### config.mk
export PLATFORM = sky130hd
export DESIGN_NAME = gps_block_median_filter
export DESIGN_NICKNAME = d
export VERILOG_FILES = /design/src/design/gbmf_pkg.sv /design/src/design/gps_block_median_filter.sv /design/src/design/gbmf_cell.sv /design/src/design/gbmf_row.sv
export VERILOG_INCLUDE_DIRS = /design/src /design/src/design
export SDC_FILE = /design/constraint.sdc
export NUM_CORES = 1
export LEC_CHECK = 0
export BUFFER_PORTS_ARGS = -buffer_cell sky130_fd_sc_hd__buf_2
export CAP_MARGIN = 15
export CORE_MARGIN = 5
export CORE_UTILIZATION = 35
export DETAILED_ROUTE_END_ITERATION = 8
export PLACE_DENSITY = 0.5
export SYNTH_ARGS = -nofsm -noshare
export SYNTH_HDL_FRONTEND = slang
export SYNTH_HIERARCHICAL = 1
export SYNTH_SLANG_ARGS = --single-unit
### constraint.sdc
create_clock -name clk -period 34.2 [get_ports clk]
set_input_delay 3.42 -clock clk [delete_from_list [all_inputs] [get_ports clk]]
set_output_delay 3.42 -clock clk [all_outputs]
set_load 0.005 [all_outputs]
### src/design/assert_macros.svh
// assertion macros used by the top-level design file
`ifndef ASSERT_MACROS_SVH
`define ASSERT_MACROS_SVH

// antecedent implies consequent in the same cycle
`define ASSERT_SAME(lbl, ante, cons) \
  lbl: assert property (@(posedge clk) disable iff (rst) (ante) |-> (cons)) \
    else $error("assertion failed");

// antecedent implies consequent in the next cycle
`define ASSERT_NEXT(lbl, ante, cons) \
  lbl: assert property (@(posedge clk) disable iff (rst) (ante) |=> (cons)) \
    else $error("assertion failed");

`endif

### src/design/gbmf_pkg.sv
// shared types and constants for the block median filter
package gbmf_pkg;

  // samples per capture window
  localparam int WINDOW = 5;
  // position of the median in the sorted row
  localparam int MID = WINDOW / 2;
  // sample counter width, holds 0 .. WINDOW-1
  localparam int CNT_W = (WINDOW > 1) ? $clog2(WINDOW) : 1;

  // input kind codes carried on tuser
  localparam logic OP_ARM    = 1'b0;
  localparam logic OP_SAMPLE = 1'b1;

  // stored sample, latitude sign-extended to this width
  typedef logic signed [31:0] samp_t;

  // what one cell hands its right-hand neighbour
  typedef struct packed {
    logic  less;   // new sample sorts below this cell's value
    samp_t val;    // held value
    logic  vld;    // cell holds a sample of the current capture
  } cell_link_t;

endpackage

### src/design/gps_block_median_filter.sv
// top level of the block median filter for position samples
// An arm transfer (tuser = 0) starts a capture; while armed, each sample transfer
// (tuser = 1) is inserted into two rows of sorting cells, one for latitude and one
// for longitude, one transfer per cycle. When WINDOW samples have been taken the
// median latitude and median longitude appear on the output in the cycle after the
// last sample, and the block disarms; samples outside a capture are dropped.
// The cell rows take a new sample on every accepted transfer, so input runs at one transfer
// per cycle; the input stalls only while a finished result waits to be taken.
`include "assert_macros.svh"

module gps_block_median_filter (
  input  logic        clk,
  input  logic        rst,
  input  logic        s_axis_tvalid,
  output logic        s_axis_tready,
  input  logic [63:0] s_axis_tdata,   // lat_fix [30:0], lon_fix [62:31], zero [63]
  input  logic        s_axis_tuser,   // op
  output logic        m_axis_tvalid,
  input  logic        m_axis_tready,
  output logic [63:0] m_axis_tdata    // median_lat [30:0], median_lon [62:31], zero [63]
);
  import gbmf_pkg::*;

  logic             s_xfer;
  logic             arm;
  logic             ins;
  logic             done;
  logic             armed;
  logic [CNT_W-1:0] cnt;
  samp_t            lat_in;
  samp_t            lon_in;
  samp_t            lat_mid;
  samp_t            lon_mid;
  logic [30:0]      med_lat;
  logic [31:0]      med_lon;

  // input handshake, output register frees the input
  assign s_axis_tready = !m_axis_tvalid || m_axis_tready;
  assign s_xfer        = s_axis_tvalid && s_axis_tready;
  assign arm           = s_xfer && (s_axis_tuser == OP_ARM);
  assign ins           = s_xfer && (s_axis_tuser == OP_SAMPLE) && armed;
  assign done          = ins && (cnt == CNT_W'(WINDOW - 1));

  // field unpacking
  assign lat_in = {s_axis_tdata[30], s_axis_tdata[30:0]};
  assign lon_in = s_axis_tdata[62:31];

  // capture control
  always_ff @(posedge clk) begin
    if (rst) begin
      armed <= 1'b0;
      cnt   <= '0;
    end else if (arm) begin
      armed <= 1'b1;
      cnt   <= '0;
    end else if (done) begin
      armed <= 1'b0;
      cnt   <= '0;
    end else if (ins) begin
      cnt   <= cnt + CNT_W'(1);
    end
  end

  // sort rows
  gbmf_row u_lat_row (
    .clk      (clk),
    .rst      (rst),
    .clr      (arm),
    .ins      (ins),
    .new_val  (lat_in),
    .mid_next (lat_mid)
  );

  gbmf_row u_lon_row (
    .clk      (clk),
    .rst      (rst),
    .clr      (arm),
    .ins      (ins),
    .new_val  (lon_in),
    .mid_next (lon_mid)
  );

  // output register valid
  always_ff @(posedge clk) begin
    if (rst) begin
      m_axis_tvalid <= 1'b0;
    end else if (done) begin
      m_axis_tvalid <= 1'b1;
    end else if (m_axis_tready) begin
      m_axis_tvalid <= 1'b0;
    end
  end

  // output register payload
  always_ff @(posedge clk) begin
    if (done) begin
      med_lat <= lat_mid[30:0];
      med_lon <= lon_mid;
    end
  end

  assign m_axis_tdata = {1'b0, med_lon, med_lat};

  // checks
  `ASSERT_NEXT(a_done_gives_result, done, m_axis_tvalid)
  `ASSERT_SAME(a_idle_count_zero, !armed, cnt == '0)
  `ASSERT_SAME(a_count_in_window, 1'b1, cnt <= CNT_W'(WINDOW - 1))
  `ASSERT_NEXT(a_result_needs_done, !m_axis_tvalid && !done, !m_axis_tvalid)

endmodule

### src/design/gbmf_cell.sv
// one insertion-sort cell: keeps, takes the new sample or takes its left neighbour
module gbmf_cell (
  input  logic                clk,
  input  logic                rst,
  input  logic                clr,
  input  logic                ins,
  input  gbmf_pkg::samp_t     new_val,
  input  gbmf_pkg::cell_link_t left,
  output gbmf_pkg::cell_link_t right,
  output gbmf_pkg::samp_t     val_next
);
  import gbmf_pkg::*;

  samp_t val;
  logic  vld;
  logic  vld_next;
  logic  less;

  // empty cells count as above every sample
  assign less = !vld || (new_val < val);

  // shift right when the sample lands further left, else insert or hold
  always_comb begin
    if (left.less) begin
      val_next = left.val;
      vld_next = left.vld;
    end else if (less) begin
      val_next = new_val;
      vld_next = 1'b1;
    end else begin
      val_next = val;
      vld_next = vld;
    end
  end

  // valid flag, cleared on a new capture
  always_ff @(posedge clk) begin
    if (rst) begin
      vld <= 1'b0;
    end else if (clr) begin
      vld <= 1'b0;
    end else if (ins) begin
      vld <= vld_next;
    end
  end

  // held value
  always_ff @(posedge clk) begin
    if (ins) begin
      val <= val_next;
    end
  end

  assign right = '{less: less, val: val, vld: vld};

endmodule

### src/design/gbmf_row.sv
// row of sort cells for one coordinate, gives the next median value
module gbmf_row (
  input  logic            clk,
  input  logic            rst,
  input  logic            clr,
  input  logic            ins,
  input  gbmf_pkg::samp_t new_val,
  output gbmf_pkg::samp_t mid_next
);
  import gbmf_pkg::*;

  cell_link_t link [WINDOW];
  samp_t      nxt  [WINDOW];

  // ascending chain, lowest value in cell zero
  for (genvar i = 0; i < WINDOW; i++) begin : g_cell
    cell_link_t left_in;
    if (i == 0) begin : g_first
      assign left_in = '0;
    end else begin : g_rest
      assign left_in = link[i-1];
    end
    gbmf_cell u_cell (
      .clk      (clk),
      .rst      (rst),
      .clr      (clr),
      .ins      (ins),
      .new_val  (new_val),
      .left     (left_in),
      .right    (link[i]),
      .val_next (nxt[i])
    );
  end

  assign mid_next = nxt[MID];

endmodule

# Word-level counts from Yosys, hierarchy flattened
# Cells that the tools add are included.
[classes] n_addsub=1 n_reduce_logical=33 n_lt_le_gt_ge=6 n_eq_ne=1 n_bitwise=1 mux=20
[ops] operator="$mux W32" n=8
[ops] operator="$lt A32 B32 Y1" n=3
[ops] operator="$lt A31 B32 Y1" n=2
[ops] operator="$lt A31 B31 Y1" n=1
[ops] operator="$mux W1" n=12
[ops] operator="$reduce_and A2 Y1" n=6
[ops] operator="$reduce_bool A2 Y1" n=6
[ops] operator="$logic_not A1 Y1" n=7
[ops] operator="$logic_or A1 B1 Y1" n=7
[ops] operator="$logic_and A1 B1 Y1" n=5
[ops] operator="$add A3 B1 Y3 const B" n=1
[ops] operator="$eq A3 B3 Y1 const B" n=1
[ops] operator="$reduce_or A3 Y1" n=1
[ops] operator="$reduce_or A2 Y1" n=1
[ops] operator="$not A1 Y1" n=1
[word_totals] reg_bits=265 out_inout_bits=66 in_bits=69 wordCells=80

# Depth between registers and ports, before layout
# Gate-level depths: netlist of run 1.
[logic_depth] word_depth=8 mapped_depth=18 mapped_depth_nobuf=12

# Cells and area by module
# The synthesis of run 1 kept the hierarchy.
[modules_own_cells] module="gbmf_cell" seq_area_each_um2=980.9 cells_each=337 area_each_um2=2905.3 instances=6
[modules_own_cells] module="gps_block_median_filter" seq_area_each_um2=1991.9 cells_each=103 area_each_um2=2230.9 instances=1
[modules_own_cells] module="gbmf_row" seq_area_each_um2=0.0 cells_each=1 area_each_um2=3.8 instances=2

# Worst setup path after synthesis of run 1
# Ideal clock, no wire load.
[synth_timing] kind="input port to flip-flop" from="input port m_axis_tready" to="register u_lat_row.g_cell[0].u_cell.val[0], enable pin" arrival_time_ns=17.100 path_buffers=1 setup_ns=1.008 path_stages=3 required_ns=33.192 path_slack_ns=16.092 path_cell_list="nor2b_1 -> buf_6 -> nor3_1"
[synth_between] elab_chain_len=5
[synth_rtl] element="start, declared" line_no="gps_block_median_filter.sv:19" rtl="input logic m_axis_tready,"
[synth_rtl] element="$logic_or A1 B1 Y1" line_no="gps_block_median_filter.sv:38" rtl="assign s_axis_tready = !m_axis_tvalid || m_axis_tready;"
[synth_rtl] element="$logic_and A1 B1 Y1" line_no="gps_block_median_filter.sv:39" rtl="assign s_xfer = s_axis_tvalid && s_axis_tready;"
[synth_rtl] element="$logic_and A1 B1 Y1 (2 in series)" line_no="gps_block_median_filter.sv:41" rtl="assign ins = s_xfer && (s_axis_tuser == OP_SAMPLE) && armed;"
[synth_rtl] element="via ins" line_no="gps_block_median_filter.sv:26" rtl="logic ins;"
[synth_rtl] element="$reduce_and A2 Y1 (no line)"
[synth_rtl] element="end signal, assigned" line_no="gbmf_cell.sv:50" rtl="val <= val_next;"
[synth_rtl] element="end, declared" line_no="gbmf_cell.sv:14" rtl="samp_t val;"
# The timed path passes the listed nets, and every way through them passes these cells.
# A chain may end at the register's enable or synchronous reset.

# Worst setup path in the final report of run 1
[layout_timing] from="input port m_axis_tready" to="output port s_axis_tready"
[layout_between] elab_chain_len=1
[layout_rtl] element="$logic_or A1 B1 Y1" line_no="gps_block_median_filter.sv:38"
[layout_rtl] element="end, declared" line_no="gps_block_median_filter.sv:15" rtl="output logic s_axis_tready,"
# No other way between the ends.

==> results.json, run 1 <==
{
  "outcome": "complete, no violations",
  "core_area_um2": 55300,
  "cp.required_ns": 30.78,
  "finalClockSkew_ns": 0.0143,
  "cts.clk_slew.worst_paths_ns": 0.06,
  "drive_gt1_share_pct": 10.8,
  "grt.overflow.total": 0,
  "crit_path_start": "m_axis_tready",
  "clock_sinks": 266,
  "rsz0062_at_grt": "false",
  "grt_max_degree": 81,
  "worstMarginPinSlew_ns": 1.17,
  "routed_wl_um": 61900,
  "critPathCapture": "s_axis_tready",
  "end_kind": "output port",
  "clock_tree.root_cell": "clkbuf_16",
  "grt_util_all_layers_pct": 19.8,
  "cpPeakStageDelay_ns": 0.63,
  "rr_worst_depth": 14,
  "first_pass_iters": 5,
  "hold_buffers": 0,
  "htree_levels": 2,
  "drc": 0,
  "io_buffers": 132,
  "finalHoldViolCount": 0,
  "die_x_um": 247,
  "via_per_inst": 5.51,
  "cts_setup_buffers": 0,
  "p_leak_nw": 9.04,
  "final_util_pct": 40.0,
  "fin_setup_tns_ns": 0,
  "slowest_stage": "nor2b_1",
  "syn_area_um2": 19600,
  "cp.depth": 4,
  "fin_crit_ns": 7.88,
  "start_util_pct": 35.5,
  "cp_common_cell": "buf_2",
  "crit_type": "input pin to output port",
  "hold_path_class": "flop to flop",
  "fmax_mhz": 127,
  "place.gp.congestion": 0.818,
  "yosys_warnings": 6,
  "start_kind": "input pin",
  "fin_nets": 2496,
  "power.density_nw_per_um2": 37.5,
  "clock_path_buffers": 3,
  "syn_inst": 2121,
  "antenna_found_initial": 7,
  "r2r-start": "u_lon_row/g_cell[1].u_cell/val[26]$_DFFE_PP_",
  "ir_drop_mv": 0.0278,
  "timing.rr.end": "med_lon[15]$_DFFE_PP_",
  "first_global_vias": 16509,
  "route.antenna.remaining_nets": 0,
  "die_h_um": 247,
  "syn_area_per_cell_um2": 9.26,
  "slew_violations": 0,
  "maxCapViolCount": 0,
  "worstSkewPairLatency_ns": 0.56,
  "max_slew_margin_pct": 22.0,
  "dp_hpwl_um": 39700,
  "drtIter0Drc": 1303,
  "routedWlPerCell_um": 20.5,
  "r2r_setup_slack_ns": 29.68,
  "pin_count": 135,
  "path_buf_inv": 3,
  "cp_max_fo": 9,
  "fp-row-count": 86,
  "setup_violations": 0,
  "crit_family": "simple AND/OR/NAND/NOR gates",
  "vias": 16628,
  "cts_tree": "done",
  "area_growth_pct": 12.8,
  "cts_buffers": 37,
  "die_area_um2": 60900,
  "min_period_over_period_pct": 23.0,
  "cts_resized": 0,
  "critPathArrivalTime_ns": 4.46,
  "grt_pass1_wl_um": 96100,
  "path_cells": "buf_2 -> nor2b_1 -> inv_2 -> buf_2"
}
[tightest hold or removal path, stage by stage (launching register included)]
cell and delay, ns:
dfxtp_1 0.33, o31ai_1 0.07, a21oi_1 0.06
[layout by cell type, fill, tap and decap left out, types with 28 or more instances in the layout]
cell and n:
nand2b_1 205, edfxtp_1 255, nand4_1 33, o21ai_0 211, nand2_1 218, conb_1 73, clkbuf_16 39, buf_2 132
nand3_1 43, a21oi_1 238, inv_1 207, buf_4 28, ha_1 188, a311o_1 192
[cell type report]
| cell class | count | area [um^2] |
|---|---|---|
| Antenna cell | 2 | 5.00 |
| Clock buffer | 51 | 1040 |
| Clock inverter | 16 | 101 |
| Fill cell | 5539 | 33200 |
| Inverter | 209 | 785 |
| Multi-Input combinational cell | 1562 | 10500 |
| Sequential cell | 266 | 7880 |
| Tap cell | 748 | 936 |
| Timing Repair Buffer | 163 | 926 |
[worst min-delay path by stage]
stage,start,end,slack (ns),depth (start not counted)
CTS,cnt[1]$_SDFFE_PP0P_,cnt[1]$_SDFFE_PP0P_,0.51,2
floorplan,cnt[1]$_SDFFE_PP0P_,cnt[1]$_SDFFE_PP0P_,0.46,2
finish,cnt[1]$_SDFFE_PP0P_,cnt[1]$_SDFFE_PP0P_,0.51,2
global placement,cnt[1]$_SDFFE_PP0P_,cnt[1]$_SDFFE_PP0P_,0.49,2
global route,cnt[1]$_SDFFE_PP0P_,cnt[1]$_SDFFE_PP0P_,0.55,2
detailed placement,cnt[1]$_SDFFE_PP0P_,cnt[1]$_SDFFE_PP0P_,0.50,2
[layer usage]
| metal | share of wire [%] | GRT usage (%) | routed length, um | vias to the layer above |
|---|---|---|---|---|
| met5 | 0.11 | 0 | 69 | - |
| met4 | 2.4 | 6.06 | 1480 | 10 |
| met3 | 4.1 | 3.12 | 2530 | 95 |
| met2 | 47 | 33.2 | 29300 | 331 |
| met1 | 46 | 26.5 | 28500 | 8145 |
| li1 | - | - | - | 8047 |
[power by group]
group / leakage [nW] / switching (W) / internal [W]
Combinational: 6.09 / 0.0000597 / 0.0000335
Clock: 0.559 / 0.000154 / 0.000220
Sequential: 2.40 / 0.00000310 / 0.000361
Total: 9.04 / 0.000217 / 0.000615
[stage by stage]
stage | worst slack, ns | hold WS [ns] | total power [W] | cells | instance area, um^2
6_report | 26.32 | 0.508 | 0.000831 | 3017 | 22100
5_1_grt | 26.27 | 0.550 | 0.000868 | 3015 | 22100
4_1_cts | 26.32 | 0.508 | 0.000844 | 3012 | 22100
3_5_place_dp | 26.32 | 0.499 | 0.000463 | 2945 | 20900
3_3_place_gp | 26.37 | 0.487 | 0.000460 | 2945 | 20900
2_1_floorplan | 16.09 | 0.461 | 0.000433 | 2191 | 19900
[registers in the layout, summed over array words and instances, names as in the netlist]
name                         flops
u_lat_row/g_cell.u_cell/vld      3
armed                            1
m_axis_tvalid                    1
u_lon_row/g_cell.u_cell/vld      3
cnt                              3
med_lon                         32
med_lat                         31
u_lat_row/g_cell.u_cell/val     96
u_lon_row/g_cell.u_cell/val     96
Power figures use the tool's default switching activity.
==> inputs of run 2 (changes only) <==
Settings changed: PLACE_DENSITY 0.5 to 0.52.
Clock period 34.2 ns to 6.7 ns, I/O delays scaled along.
==> run 2 against run 1 <==
Wire length decreased by 0.73%. Worst hold slack got worse by 0.060 ns. Sequential cell count unchanged. Clock power increased to 5.2 times the previous value. Largest cell class unchanged. Highest routed layer unchanged.
==> results.json, run 2 (synthesis results as in run 1) <==
{
  "fin_nets": 2493,
  "grt_util_all_layers_pct": 19.5,
  "power.density_nw_per_um2": 194,
  "start_util_pct": 35.5,
  "grt_max_degree": 93,
  "via_per_inst": 5.57,
  "cp_max_fo": 65,
  "pin_count": 135,
  "die_x_um": 247,
  "cts_setup_buffers": 0,
  "cts_tree": "done",
  "io_buffers": 132,
  "slew_violations": 0,
  "routed_wl_um": 61500,
  "power.total_w": 0.00429,
  "final_cell_mix": "255 x edfxtp_1, 238 x a21oi_1, 218 x nand2_1, 211 x o21ai_0, 207 x inv_1",
  "first_pass_iters": 5,
  "grt.overflow.total": 0,
  "routedWlPerCell_um": 20.4,
  "drtIter0Drc": 1160,
  "area_growth_pct": 12.8,
  "cp.required_ns": 6.97,
  "hold_buffers": 0,
  "hold_path_class": "input pin to flop",
  "crit_type": "flop to flop",
  "cts_resized": 0,
  "antenna_found_initial": 7,
  "multi_input_area_um2": 10500,
  "reg.largest.list": "u_lat_row/g_cell.u_cell/val (96), u_lon_row/g_cell.u_cell/val (96), med_lon (32)",
  "drc": 0,
  "min_period_over_period_pct": 63.2,
  "outcome": "complete, no violations",
  "fp-row-count": 86,
  "route.antenna.remaining_nets": 0,
  "finalClockSkew_ns": 0.0173,
  "clock_tree.root_cell": "clkbuf_16",
  "p_leak_nw": 9.04,
  "end_kind": "flop",
  "regArea_um2": 7880,
  "setup_slack_ns": 2.47,
  "fmax_mhz": 236,
  "worstSkewPairLatency_ns": 0.55,
  "maxCapViolCount": 0,
  "dp_slack_ns": 2.03,
  "critPathArrivalTime_ns": 4.50,
  "die_h_um": 247,
  "first_global_vias": 16522,
  "grt_pass1_wl_um": 94700,
  "htree_levels": 2,
  "start_kind": "flop",
  "setup_violations": 0,
  "dp_hpwl_um": 39500,
  "finalHoldViolCount": 0,
  "fin_crit_ns": 4.23,
  "ir_drop_mv": 0.141,
  "place.gp.congestion": 0.806,
  "layout_commonest_cell": "edfxtp_1",
  "nFillCells": 5552,
  "worstMarginPinSlew_ns": 1.06,
  "fin_setup_tns_ns": 0,
  "vias": 16760,
  "drive_gt1_share_pct": 10.9,
  "max_slew_margin_pct": 29.0,
  "cts_buffers": 36,
  "die_area_um2": 60900,
  "rsz0062_at_grt": "false",
  "cts.clk_slew.worst_paths_ns": 0.06,
  "clock_sinks": 266,
  "core_area_um2": 55300,
  "final_util_pct": 40.0,
  "clock_path_buffers": 3
}
## run 2: worst paths after layout
check	startpoint	end	slack, ns	cells after the start
worst max-delay path	u_lon_row/g_cell[1].u_cell/val[31]$_DFFE_PP_	med_lon[15]$_DFFE_PP_	2.47	14
worst min-delay path	rst	u_lat_row/g_cell[0].u_cell/vld$_SDFFE_PP0P_	0.45	2
worst min register to register	cnt[1]$_SDFFE_PP0P_	cnt[1]$_SDFFE_PP0P_	0.52	2
worst max register to register	u_lon_row/g_cell[1].u_cell/val[31]$_DFFE_PP_	med_lon[15]$_DFFE_PP_	2.47	14
## run 2: where the power goes
part,leakage (nW),internal [W],switching [W]
sequential,2.40,0.00184,0.0000161
combinational,6.07,0.000171,0.000303
clock,0.574,0.00118,0.000773
total,9.04,0.00320,0.00109
## run 2: metal layers
metal	vias to the layer above	wire length (um)	GRT usage, %
met1	8198	27700	25.7
met5	-	76	0
met3	114	2990	3.21
met4	12	1830	6.51
met2	412	28900	32.7
li1	8024	-	-
## run 2: area by class of cell
cell class                      instances  area share (%)
Multi-Input combinational cell       1562            47.4
Tap cell                              748            4.23
Inverter                              209            3.54
Sequential cell                       266            35.6
Clock inverter                         18           0.842
Antenna cell                            1          0.0113
Clock buffer                           46            4.42
Timing Repair Buffer                  161            4.02
## run 2: per-stage QoR
step                hold slack, ns  cells  area, um^2
floorplan                    0.461   2191       19900
global placement             0.483   2946       21000
detailed placement           0.508   2946       21000
CTS                          0.410   3010       22100
global route                 0.430   3010       22100
finish                       0.447   3011       22100
## run 2: worst max-delay path: stages, from the launching register on
cell	delay, ns
edfxtp_1	0.43
inv_1	0.08
ha_1	0.24
nand4_1	0.15
a211oi_1	0.09
nor4_2	0.44
o211ai_1	0.29
nand3b_1	0.24
buf_4	0.29
and2_4	0.36
nand2_2	0.13
buf_4	0.47
nand2b_1	0.20
a21oi_1	0.04
a311o_1	0.38
